<file path="src/rtl/core/texture_region_masked_blend_write_assert.svh">
// ---------------------------------------------------------------------------
// Assertion macros for the texture region blend writer
// Each macro expects clk and arst_n to be visible where it is used.
// ---------------------------------------------------------------------------
`ifndef TEXTURE_REGION_MASKED_BLEND_WRITE_ASSERT_SVH
`define TEXTURE_REGION_MASKED_BLEND_WRITE_ASSERT_SVH

// The consequent must hold in the same cycle as the antecedent.
`define TRMBW_ASSERT_SAME(lbl, cond, expr) \
	lbl: assert property (@(posedge clk) disable iff (!arst_n) (cond) |-> (expr)) \
		else $error("%m: same-cycle check failed");

// The consequent must hold in the cycle after the antecedent.
`define TRMBW_ASSERT_NEXT(lbl, cond, expr) \
	lbl: assert property (@(posedge clk) disable iff (!arst_n) (cond) |=> (expr)) \
		else $error("%m: next-cycle check failed");

`endif

</file>
<file path="src/rtl/core/trmbw_pkg.sv">
// ---------------------------------------------------------------------------
// trmbw_pkg
// Shared constants, codes and control types of the texture region blend writer.
// ---------------------------------------------------------------------------
package trmbw_pkg;

	localparam int MAX_SIDE    = 64;
	localparam int SIDE_W      = $clog2(MAX_SIDE);
	localparam int DIM_W       = SIDE_W + 1;
	localparam int DEPTH       = MAX_SIDE * MAX_SIDE;
	localparam int ADDR_W      = $clog2(DEPTH);
	localparam int CHAN_W      = 8;
	localparam int NUM_CHAN    = 3;
	localparam int PIX_W       = CHAN_W * NUM_CHAN;
	localparam int WEIGHT_W    = 9;
	localparam int WEIGHT_FULL = 256;
	localparam int BLEND_SHIFT = 8;
	localparam int BLEND_W     = CHAN_W + WEIGHT_W;
	localparam int SQ_W        = 2 * SIDE_W;
	localparam int PROD_W      = 2 * SQ_W;
	localparam int CFG_IDX_W   = 3;
	localparam int CFG_DATA_W  = 9;

	typedef enum logic [CFG_IDX_W-1:0] {
		REG_TEXTURE_WIDTH  = 3'd0,
		REG_TEXTURE_HEIGHT = 3'd1,
		REG_REGION_X       = 3'd2,
		REG_REGION_Y       = 3'd3,
		REG_REGION_WIDTH   = 3'd4,
		REG_REGION_HEIGHT  = 3'd5,
		REG_CIRCULAR_MASK  = 3'd6,
		REG_BLEND_WEIGHT   = 3'd7
	} reg_idx_t;

	typedef enum logic {
		OP_WRITE = 1'b0,
		OP_READ  = 1'b1
	} op_t;

	typedef struct packed {
		logic clear;
		logic capture;
		logic addr_calc;
		logic mem_read;
		logic blend_calc;
		logic finish;
	} ctrl_cmd_t;

	typedef struct packed {
		logic clear_last;
		logic out_free;
	} dp_stat_t;

endpackage

</file>
<file path="src/rtl/core/trmbw_ctrl.sv">
// ---------------------------------------------------------------------------
// trmbw_ctrl
// Sequencer: clears the store after reset, then steps one pixel word at a
// time through address, read, blend and write-back.
// ---------------------------------------------------------------------------
`include "texture_region_masked_blend_write_assert.svh"

module trmbw_ctrl (
	input  logic                  clk,
	input  logic                  arst_n,
	input  logic                  in_valid,
	output logic                  in_ready,
	input  trmbw_pkg::dp_stat_t   stat,
	output trmbw_pkg::ctrl_cmd_t  cmd
);
	import trmbw_pkg::*;

	typedef enum logic [5:0] {
		S_CLEAR = 6'b000001,
		S_IDLE  = 6'b000010,
		S_ADDR  = 6'b000100,
		S_READ  = 6'b001000,
		S_BLEND = 6'b010000,
		S_FIN   = 6'b100000
	} state_t;

	state_t state_q;
	state_t state_d;

	always_comb begin
		state_d = state_q;
		case (state_q)
			S_CLEAR: if (stat.clear_last) state_d = S_IDLE;
			S_IDLE:  if (in_valid) state_d = S_ADDR;
			S_ADDR:  state_d = S_READ;
			S_READ:  state_d = S_BLEND;
			S_BLEND: state_d = S_FIN;
			S_FIN:   if (stat.out_free) state_d = S_IDLE;
			default: state_d = S_CLEAR;
		endcase
	end

	always_ff @(posedge clk or negedge arst_n) begin
		if (!arst_n) begin
			state_q <= S_CLEAR;
		end else begin
			state_q <= state_d;
		end
	end

	assign in_ready       = (state_q == S_IDLE);
	assign cmd.clear      = (state_q == S_CLEAR);
	assign cmd.capture    = (state_q == S_IDLE) && in_valid;
	assign cmd.addr_calc  = (state_q == S_ADDR);
	assign cmd.mem_read   = (state_q == S_READ);
	assign cmd.blend_calc = (state_q == S_BLEND);
	assign cmd.finish     = (state_q == S_FIN) && stat.out_free;

	`TRMBW_ASSERT_NEXT(a_capture_starts, cmd.capture, state_q == S_ADDR)
	`TRMBW_ASSERT_NEXT(a_result_held, (state_q == S_FIN) && !stat.out_free, state_q == S_FIN)
	`TRMBW_ASSERT_NEXT(a_clear_ends, (state_q == S_CLEAR) && stat.clear_last, state_q == S_IDLE)

endmodule

</file>
<file path="config.mk">
export PLATFORM = sky130hd
export DESIGN_NAME = trmbw_ctrl
export DESIGN_NICKNAME = d
export VERILOG_FILES = /design/src/rtl/core/trmbw_pkg.sv /design/src/rtl/core/trmbw_ctrl.sv
export VERILOG_INCLUDE_DIRS = /design/src /design/src/rtl/core
export SDC_FILE = /design/constraint.sdc
export NUM_CORES = 1
export LEC_CHECK = 0
export ABC_AREA = 1
export BUFFER_PORTS_ARGS = -buffer_cell sky130_fd_sc_hd__buf_4
export CAP_MARGIN = 20
export CORE_AREA = 2 2 39 41
export DETAILED_ROUTE_END_ITERATION = 7
export DIE_AREA = 0 0 41 43
export PLACE_DENSITY = 0.47
export REMOVE_ABC_BUFFERS = 1
export SYNTH_ARGS = -nofsm -noshare
export SYNTH_HDL_FRONTEND = slang
export SYNTH_SLANG_ARGS = --single-unit
export TNS_END_PERCENT = 1
</file>
<file path="constraint.sdc">
create_clock -name clk -period 3.2 [get_ports clk]
set_input_delay 0.32 -clock clk [delete_from_list [all_inputs] [get_ports clk]]
set_output_delay 0.32 -clock clk [all_outputs]
set_load 0.05 [all_outputs]
</file>
# Word level (Yosys, flattened, before mapping)
# Cells that the tools add are included.
[word_totals]
regBits = 6
in_bits = 5
output_inout_bits = 7
word_cells = 17
[classes]
n_eq_ne = 9
n_mux = 4
reduce_logical = 3
[ops]
columns = ["cell", "n"]
rows = [
  ["case mux 6 bit (6 select lines)", 1],
  ["2-to-1 mux 6 bit", 3],
  ["equality test 6 x 1 -> 1 bit, second input constant", 1],
  ["equality test 6 x 2 -> 1 bit, second input constant", 1],
  ["equality test 6 x 3 -> 1 bit, second input constant", 1],
  ["equality test 6 x 4 -> 1 bit, second input constant", 1],
  ["equality test 6 x 5 -> 1 bit, second input constant", 1],
  ["equality test 6 bit, second input constant", 1],
  ["inequality test 2 bit, second input constant", 3],
  ["AND reduction 3 bit", 1],
  ["logical AND 1 bit", 2],
]

# Depth between registers and ports, before layout
# Gate-level depths: netlist (run 1).
[logic_depth]
ltp_word = 3
ltp_mapped = 7
depth_no_buf = 7

# Worst setup path before layout (run 1)
# OpenSTA, ideal clock, no wires.
[synth_timing]
path_kind = "flip-flop to output port"
startpoint = "register state_q[2]"
endpoint = "output cmd[0] in the netlist's numbering"
t_arrival_ns = 1.344
required_ns = 2.880
setup_slack_ns = 1.536
stages_incl_launch_ff = 4
n_path_buf = 0
cell_sequence = "dfrtp_1 -> nor2_4 -> nand3_1 -> nor2_1"
[synth_rtl]
columns = ["item", "line", "text"]
rows = [
  ["start: declaration", "trmbw_ctrl.sv:27", "state_t state_q;"],
  ["start signal: assignment", "trmbw_ctrl.sv:47", "state_q <= state_d;"],
  ["end: declaration", "trmbw_ctrl.sv:14", "output trmbw_pkg::ctrl_cmd_t cmd"],
]

==> results of run 1 <==
==> path summary, 6_finish.rpt <==
path | endpoint | slack, ps | cells after the start
setup / recovery | cmd[5] | 1570 | 5
hold / removal | state_q[0]$_DFFE_PN1P_ | 340 | 4
setup reg to reg | state_q[1]$_DFFE_PN0P_ | 2070 | 6
hold reg to reg | state_q[0]$_DFFE_PN1P_ | 600 | 3
max in group asynchronous | state_q[0]$_DFFE_PN1P_ | 2580 | 2
min in group asynchronous | state_q[3]$_DFFE_PN0P_ | 420 | 2
==> critical path, delay by kind of cell, from the launching register on <==
family                 cells  cell delay (ps)
DFF                        1              550
buffers and inverters      3              300
and+or+nand+nor            2              230
==> metrics by stage <==
step,power [mW],cells,util
3_5_place_dp,0.329,79,0.352
6_report,0.403,84,0.378
2_1_floorplan,0.277,52,-
5_1_grt,0.441,84,0.378
3_3_place_gp,0.329,79,0.352
4_1_cts,0.411,84,0.378
==> per-layer routing <==
layer | track usage | up-vias | wire length (microns)
met3 | 0.0628 | 0 | 29
met2 | 0.166 | 7 | 362
li1 | - | 187 | -
met1 | 0.138 | 158 | 332
met4 | 0.0800 | 0 | 0
met5 | 0 | - | 0
==> final cells by class <==
type / count / area, sq um
tap: 16 / 20.0
timing repair buffer: 12 / 92.6
inverter: 13 / 50.0
clock buffer: 4 / 26.3
multi-input combinational: 33 / 183
sequential: 6 / 151
fill: 160 / 861
==> synth_stat cells <==
| cell | number |
|---|---|
| nand4_1 | 2 |
| nor3_1 | 1 |
| clkinv_2 | 1 |
| nand2_1 | 9 |
| dfstp_2 | 1 |
| a21oi_2 | 2 |
| nand3_4 | 1 |
| nand3_1 | 3 |
| nor2_4 | 2 |
| nand2_2 | 1 |
| dfrtp_1 | 5 |
| nor2_2 | 3 |
| inv_2 | 2 |
| nor2_1 | 9 |
| inv_1 | 10 |
==> power groups by stage <==
stage	clock network, mW	logic (mW)	registers (mW)
after floorplan	0	0.165	0.112
after global placement	0	0.215	0.113
after detailed placement	0	0.215	0.115
after CTS	0.0802	0.217	0.113
after global routing	0.0886	0.237	0.116
final	0.0756	0.215	0.113
==> cell families after synthesis <==
logic type             count (synthesis)  share of synthesized area
AND/OR/NAND/NOR                       31                      0.430
buffers and inverters                 13                      0.130
flip-flops                             6                      0.394
AO/OA/AOI/OAI                          2                     0.0456
==> what timing repair did <==
action | 4_1_cts | 5_1_grt
hold endpoints to repair | 5 | 0
gates resized for setup | 0 | 0
hold buffers | 1 | 0
==> impl_metrics.json, run 1 <==
{
  "outcome": "finished, final reports clean",
  "drcViolationCount": 0,
  "ys_ff_latch": 6,
  "slowest_stage": "dfstp_2",
  "dieArea_sq_um": 1760,
  "worstMarginPinSlew_ps": 188,
  "critPathMaxFanout": 3,
  "first_iter_violations": 5,
  "io_pins": 12,
  "yosys-top-cells-area": "dfrtp_1 (33%), inv_1 (9.8%), nand2_1 (8.8%), nor2_1 (8.8%), dfstp_2 (6.8%)",
  "ant_nets": 0,
  "hp-class": "in -> reg",
  "startpoint": "state_q[0]$_DFFE_PN1P_",
  "layout_min_cycle_time_ps": 1630,
  "pre_cts_ws_ps": 1820,
  "fin_skew_ps": 4.72,
  "pwr-share-seq": 0.280,
  "grt_pass1_vias": 314,
  "cap_violations": 0,
  "powerDensity_nw_per_um2": 771,
  "core-area_sq_um": 1380,
  "dp_hpwl_microns": 604,
  "grt_start_max_net_pins": 7,
  "netlist-cell-type-count": 15,
  "nets": 74,
  "crit_required_ps": 2880,
  "p_leak_nw": 0.289,
  "fin_tns_setup_ps": 0,
  "path_cells": "inv_1 > nor2_1 > nand3_1 > inv_1 > buf_4",
  "r2r_start": "state_q[0]$_DFFE_PN1P_",
  "period_share": 0.509,
  "setup_slack_ps": 1570,
  "die_x_microns": 41,
  "syn_area_per_cell_sq_um": 7.39,
  "rsz0062_at_grt": "false",
  "area_growth_pct": 36.2,
  "final_common_cell": "buf_4",
  "hold_viol": 0,
  "cp-start-kind": "flip-flop",
  "globalRoute.totalOverflow": 0,
  "clkTransAtPathRegs_ps": 40,
  "numCtsBuffers": 3,
  "relSlewSlack": 0.874,
  "root_buffer": "clkbuf_4",
  "final_cell_mix": "buf_4 (11), inv_1 (10), nor2_1 (9), nand2_1 (9), dfrtp_1 (5)",
  "cts_tree": "yes",
  "cp-end-kind": "output pin",
  "htree_num_levels": 1,
  "place_congestion": 0.660,
  "hp-start": "stat[1]",
  "synth-seq-area-share": 0.394,
  "grt_use_total": 0.120,
  "ir_drop_mv": 0.285,
  "postSynthCellCount": 52,
  "layout-drive-gt1-share": 0.397,
  "combPwrFrac": 0.532,
  "postPlaceCellArea_sq_um": 487,
  "synth_area_sq_um": 384,
  "num_rows": 14,
  "yosys.area.top_type": "dfrtp_1",
  "hold_slack_ps": 344,
  "routed_wirelength_microns": 724,
  "crit_top_cell": "inv_1",
  "start_util": 0.278,
  "internal_power_uw": 210,
  "crit_arrival_ps": 1310,
  "cts_num_sinks": 6,
  "io_buffers": 11,
  "n_antenna_cell": 0,
  "switching_power_uw": 193,
  "largest_reg_flops": 6,
  "design_area_sq_um": 523,
  "die_h_microns": 43,
  "synth_top_area_share": 0.326,
  "slew_violations": 0,
  "max_flop_register": "state_q",
  "grt_pass1_wl_microns": 1320,
  "ys.warnings.count": 0,
  "max_freq_mhz": 613,
  "setup_viol": 0,
  "vias": 352,
  "clockBufferDepth": 2,
  "crit_type": "reg -> out",
  "routedWlPerCell_microns": 8.62,
  "clk_latency_ps": 250,
  "max_stage_delay_ps": 550,
  "drtPass1Iterations": 3,
  "power.share.clock": 0.187,
  "antenna_found_initial": 0,
  "switching_share": 0.480,
  "post_cts_buffers": 0,
  "top_regs": "state_q x6",
  "viasPerCell": 4.19
}
(Power assumes the default switching activity.)
==> run 2: changes to the inputs <==
--- a/config.mk
+++ b/config.mk
@@ -6,13 +6,13 @@
 export SDC_FILE = /design/constraint.sdc
 export NUM_CORES = 1
 export LEC_CHECK = 0
-export ABC_AREA = 1
+export ABC_AREA = 0
 export BUFFER_PORTS_ARGS = -buffer_cell sky130_fd_sc_hd__buf_4
 export CAP_MARGIN = 20
 export CORE_AREA = 2 2 39 41
 export DETAILED_ROUTE_END_ITERATION = 7
 export DIE_AREA = 0 0 41 43
-export PLACE_DENSITY = 0.47
+export PLACE_DENSITY = 0.49
 export REMOVE_ABC_BUFFERS = 1
 export SYNTH_ARGS = -nofsm -noshare
 export SYNTH_HDL_FRONTEND = slang
==> constraint.sdc (replaced) <==
create_clock -name clk -period 1.7 [get_ports clk]
set_input_delay 0.17 -clock clk [delete_from_list [all_inputs] [get_ports clk]]
set_output_delay 0.17 -clock clk [all_outputs]
set_load 0.05 [all_outputs]
==> run 2 against run 1 <==
The run now ends with setup timing left; critical path depth fell by 1; first-iteration DRC count grew 40%; non-clock buffer count increased by 11; die area did not move; global-route usage increased by 3.5 points; sequential share of layout area decreased by 6.5 points; combinational power rose to 3.0 times the previous value; clock skew is 7.5 ps higher.
==> impl_metrics.json, run 2 <==
{
  "first_iter_violations": 7,
  "multi_input_area_sq_um": 277,
  "io_pins": 12,
  "max_freq_mhz": 565,
  "syn_area_per_cell_sq_um": 9.43,
  "relSlewSlack": 0.785,
  "grt_start_max_net_pins": 12,
  "synth_edf_count": 0,
  "clk_latency_ps": 260,
  "synthArstFlopShare": 1.00,
  "r2r_slack_ps": 240,
  "min_path_cells": 2,
  "hold_viol": 0,
  "die_h_microns": 43,
  "synth_area_sq_um": 405,
  "top_regs": "state_q x6",
  "max_flop_register": "state_q",
  "cts_num_sinks": 6,
  "yosys.area.top_type": "dfrtp_1",
  "fin_tns_setup_ps": -199,
  "fin_skew_ps": 12.2,
  "critPathMaxFanout": 2,
  "ys.warnings.count": 0,
  "seq_area_sq_um": 153,
  "grt_pass1_wl_microns": 1800,
  "cp-start-kind": "flip-flop",
  "routedWlPerCell_microns": 14.2,
  "min_to": "state_q[2]$_DFFE_PN0P_",
  "postPlaceCellArea_sq_um": 508,
  "setup_viol": 4,
  "layout_min_cycle_time_ps": 1770,
  "synthTopCellsByCount": "nor2_1 (6), dfrtp_1 (5), nor3b_1 (3)",
  "numCtsBuffers": 3,
  "yosys-top-cells-area": "dfrtp_1 (31%), dfstp_2 (6.5%), buf_6 (5.6%), nor2_1 (5.6%), nor3b_1 (5.6%)",
  "globalRoute.totalOverflow": 0,
  "die_x_microns": 41,
  "num_rows": 14,
  "rsz0062_at_grt": "true",
  "place_congestion": 0.702,
  "outcome": "finished, violations left",
  "netlist-cell-type-count": 24,
  "hp-class": "in -> reg",
  "clockBufferDepth": 2,
  "io_buffers": 11,
  "hp-start": "in_valid",
  "drtPass1Iterations": 4,
  "crit_required_ps": 1530,
  "htree_num_levels": 1,
  "cts_tree": "yes",
  "synth_most_common_cell": "nor2_1",
  "routed_wirelength_microns": 1190,
  "viasPerCell": 5.14,
  "hold_slack_ps": 165,
  "area_growth_pct": 67.9,
  "worstMarginPinSlew_ps": 323,
  "design_area_sq_um": 681,
  "postSynthCellCount": 43,
  "layout-drive-gt1-share": 0.603,
  "n_fill_cell": 136,
  "period_share": 1.04,
  "ant_nets": 0,
  "root_buffer": "clkbuf_4",
  "powerDensity_nw_per_um2": 1530,
  "clkTransAtPathRegs_ps": 60,
  "final_cell_mix": "buf_4 (16), buf_6 (5), nor2_1 (4), dfrtp_1 (4), clkbuf_4 (3)",
  "drcViolationCount": 0,
  "setup_slack_ps": -69.9,
  "core-area_sq_um": 1380,
  "nets": 74,
  "crit_type": "reg -> out",
  "n_antenna_cell": 0,
  "ff2ff_path_depth": 6,
  "largest_reg_flops": 6,
  "ir_drop_mv": 0.587,
  "slew_violations": 0,
  "violations": "setup timing",
  "cp-end-kind": "output pin",
  "final_common_cell": "buf_4",
  "antenna_found_initial": 0,
  "start_util": 0.293,
  "ys.flop_type": "dfrtp_1",
  "grt_pass1_vias": 366,
  "crit_arrival_ps": 1600,
  "synth_top_area_share": 0.309,
  "r2r-end": "state_q[0]$_DFFE_PN1P_",
  "cap_violations": 0,
  "ys_ff_latch": 6,
  "grt_use_total": 0.155,
  "r2r_start": "state_q[2]$_DFFE_PN0P_",
  "dieArea_sq_um": 1760,
  "p_leak_nw": 0.302,
  "vias": 432,
  "synth-seq-area-share": 0.373
}
run 2: cell count changes after synthesis, sizes merged, moves of 3 or more:
cell	delta
nor3b	+3
inv	-11
nand2	-8
nor2	-8
nand3	-3
run 2: logic make-up after synthesis:
logic type | Yosys count | synth area share
DFF | 6 | 0.373
and+or+nand+nor | 25 | 0.377
AOI/OAI and AO/OA | 7 | 0.142
xor gates and xnor gates | 2 | 0.0432
buffers and inverters | 3 | 0.0648
run 2: final cells by class:
| type | instances | area share |
|---|---|---|
| Inverter | 1 | 0.00551 |
| Tap cell | 16 | 0.0294 |
| Timing Repair Buffer | 23 | 0.296 |
| Clock buffer | 4 | 0.0386 |
| Multi-Input combinational cell | 34 | 0.406 |
| Sequential cell | 6 | 0.224 |
run 2: how the worst max path moves through the flow:
| stage | start | slack, ps | endpoint | cells after the start |
|---|---|---|---|---|
| 6_report | state_q[1]$_DFFE_PN0P_ | -70 | cmd[1] | 4 |
| 3_3_place_gp | state_q[1]$_DFFE_PN0P_ | 140 | cmd[1] | 4 |
| 5_1_grt | state_q[1]$_DFFE_PN0P_ | -110 | cmd[1] | 4 |
| 3_5_place_dp | state_q[2]$_DFFE_PN0P_ | 140 | cmd[5] | 3 |
| 4_1_cts | state_q[2]$_DFFE_PN0P_ | -70 | cmd[5] | 3 |
| 2_1_floorplan | state_q[1]$_DFFE_PN0P_ | -650 | cmd[5] | 2 |
run 2: per-stage QoR:
stage,setup slack (ps),std cells,util,total power [mW]
after floorplan,-650,41,-,0.542
after global placement,142,71,0.367,0.666
after detailed placement,139,71,0.367,0.667
after CTS,-68.0,79,0.446,0.924
after global routing,-113,84,0.492,1.10
final,-69.9,84,0.492,1.04
run 2: repair_timing:
action / 4_1_cts / 5_1_grt
pin swaps: 5 / 2
endpoints found under the hold margin: 6 / 0
hold buffers: 1 / 0
buffers inserted: 3 / 5
gates resized for setup: 14 / 6
setup endpoints to repair: 4 / 5
run 2: metal layers:
metal,up-vias,track usage,share of wire
met5,-,0,0
met4,0,0.0800,0.023
met3,4,0.0314,0.043
met2,11,0.200,0.49
met1,207,0.235,0.44
li1,210,-,-
run 2: power breakdown:
part           switching, mW  total, mW  internal [mW]
registers             0.0461      0.231          0.185
clock network         0.0652      0.155         0.0898
logic                  0.338      0.654          0.317
run 2: worst max-delay path, cell delays in order, from the launching register on:
cell     delay (ps)
dfrtp_1         390
buf_6           120
or4_4           550
nor2_4          130
buf_8           150
==> run 3: changes to the inputs <==
--- a/config.mk
+++ b/config.mk
@@ -14,6 +14,7 @@
 export DIE_AREA = 0 0 41 43
 export PLACE_DENSITY = 0.49
 export REMOVE_ABC_BUFFERS = 1
+export SKIP_LAST_GASP = 1
 export SYNTH_ARGS = -nofsm -noshare
 export SYNTH_HDL_FRONTEND = slang
 export SYNTH_SLANG_ARGS = --single-unit
==> run 3 against run 2 <==
The flow still finishes with violations (setup timing); clock skew shrank 3.6 ps; clock power is essentially flat; critical endpoint is now cmd[5]; cell count shrank 4.8%; via count shrank 5.6%; fmax shrank 0.31%; hold slack gained 1.0 ps; routed wire length shrank 12%.
==> impl_metrics.json, run 3 (synthesized netlist as in run 2, its figures left out) <==
{
  "outcome": "finished, violations left",
  "violations": "setup timing",
  "grt_pass1_vias": 371,
  "hold_slack_ps": 166,
  "root_buffer": "clkbuf_4",
  "ir_drop_mv": 0.616,
  "crit_type": "reg -> out",
  "path_cells": "or4_4 > nor3b_2 > buf_6",
  "powerDensity_nw_per_um2": 1510,
  "clockBufferDepth": 2,
  "io_buffers": 11,
  "dieArea_sq_um": 1760,
  "area_growth_pct": 52.2,
  "grt_start_max_net_pins": 12,
  "cp-start-kind": "flip-flop",
  "slowest_stage": "or4_4",
  "n_antenna_cell": 0,
  "pre_cts_ws_ps": 139,
  "hold_viol": 0,
  "globalRoute.totalOverflow": 0,
  "nets": 70,
  "routed_wirelength_microns": 1050,
  "setup_viol": 5,
  "crit_required_ps": 1530,
  "first_iter_violations": 7,
  "drcViolationCount": 0,
  "numCtsBuffers": 3,
  "max_flop_register": "state_q",
  "htree_num_levels": 1,
  "cts_tree": "yes",
  "setup_slack_ps": -75.3,
  "grt_pass1_wl_microns": 1790,
  "crit_arrival_ps": 1610,
  "relSlewSlack": 0.819,
  "p_leak_nw": 0.274,
  "crit_family": "simple AND/OR/NAND/NOR gates",
  "die_h_microns": 43,
  "layout_min_cycle_time_ps": 1780,
  "cts_num_sinks": 6,
  "clkTransAtPathRegs_ps": 40,
  "routedWlPerCell_microns": 13.1,
  "grt_use_total": 0.155,
  "antenna_found_initial": 0,
  "die_x_microns": 41,
  "worstMarginPinSlew_ps": 270,
  "vias": 408,
  "fin_skew_ps": 8.57,
  "start_util": 0.293,
  "cap_violations": 0,
  "num_rows": 14,
  "largest_reg_flops": 6,
  "place_congestion": 0.702,
  "fin_tns_setup_ps": -267,
  "final_cell_mix": "buf_4 (14), nor2_1 (5), buf_6 (4), dfrtp_1 (4), clkbuf_4 (3)",
  "postPlaceCellArea_sq_um": 508,
  "drtPass1Iterations": 4,
  "critPathMaxFanout": 3,
  "hp-class": "in -> reg",
  "io_pins": 12,
  "viasPerCell": 5.10,
  "final_common_cell": "buf_4",
  "layout-drive-gt1-share": 0.516,
  "core-area_sq_um": 1380,
  "max_stage_delay_ps": 560,
  "cp-end-kind": "output pin",
  "clk_latency_ps": 260,
  "max_freq_mhz": 563,
  "period_share": 1.04,
  "rsz0062_at_grt": "true",
  "cp_num_buf_inv": 1,
  "ant_nets": 0,
  "slew_violations": 0,
  "design_area_sq_um": 617,
  "top_regs": "state_q x6"
}
[run 3: layer usage]
metal / GRT usage / wire length, microns / up-vias
li1: - / - / 202
met1: 0.229 / 435 / 189
met2: 0.206 / 525 / 13
met3: 0.0314 / 62 / 4
met4: 0.0800 / 27 / 0
met5: 0 / 0 / -
[run 3: metrics by stage]
| stage | utilization | std cells | total power, mW |
|---|---|---|---|
| after floorplan | - | 41 | 0.542 |
| final | 0.446 | 80 | 0.934 |
| after global routing | 0.446 | 80 | 0.989 |
| after global placement | 0.367 | 71 | 0.666 |
| after CTS | 0.433 | 79 | 0.911 |
| after detailed placement | 0.367 | 71 | 0.667 |
[run 3: path summary, 6_finish.rpt]
| kind | from | end | slack [ps] | cells past startpoint |
|---|---|---|---|---|
| worst max-delay path | state_q[2]$_DFFE_PN0P_ | cmd[5] | -80 | 3 |
| worst min-delay path | in_valid | state_q[2]$_DFFE_PN0P_ | 170 | 2 |
| worst max register to register | state_q[2]$_DFFE_PN0P_ | state_q[0]$_DFFE_PN1P_ | 240 | 5 |
| worst min register to register | state_q[1]$_DFFE_PN0P_ | state_q[4]$_DFFE_PN0P_ | 590 | 2 |
| max in group asynchronous | arst_n | state_q[0]$_DFFE_PN1P_ | 1230 | 2 |
| min in group asynchronous | arst_n | state_q[4]$_DFFE_PN0P_ | 260 | 2 |
[run 3: repair_timing]
item                                    in CTS  in global routing
gates resized for setup                     10                  2
endpoints found under the setup margin       4                  6
hold buffers                                 1                  0
pin swaps                                    3                  2
buffers inserted                             3                  1
hold endpoints to repair                     6                  0
[run 3: layout make-up]
| type | instances | area (sq um) |
|---|---|---|
| flip-flops and latches | 6 | 153 |
| repair buffers | 19 | 160 |
| fillers | 146 | 767 |
| clock buffers | 4 | 26.3 |
| well taps | 16 | 20.0 |
| multi-input cells | 34 | 254 |
| inverters | 1 | 3.75 |
[run 3: report_power, final]
part / internal [mW] / switching [mW]
combinational: 0.248 / 0.294
sequential: 0.185 / 0.0549
clock: 0.0896 / 0.0622
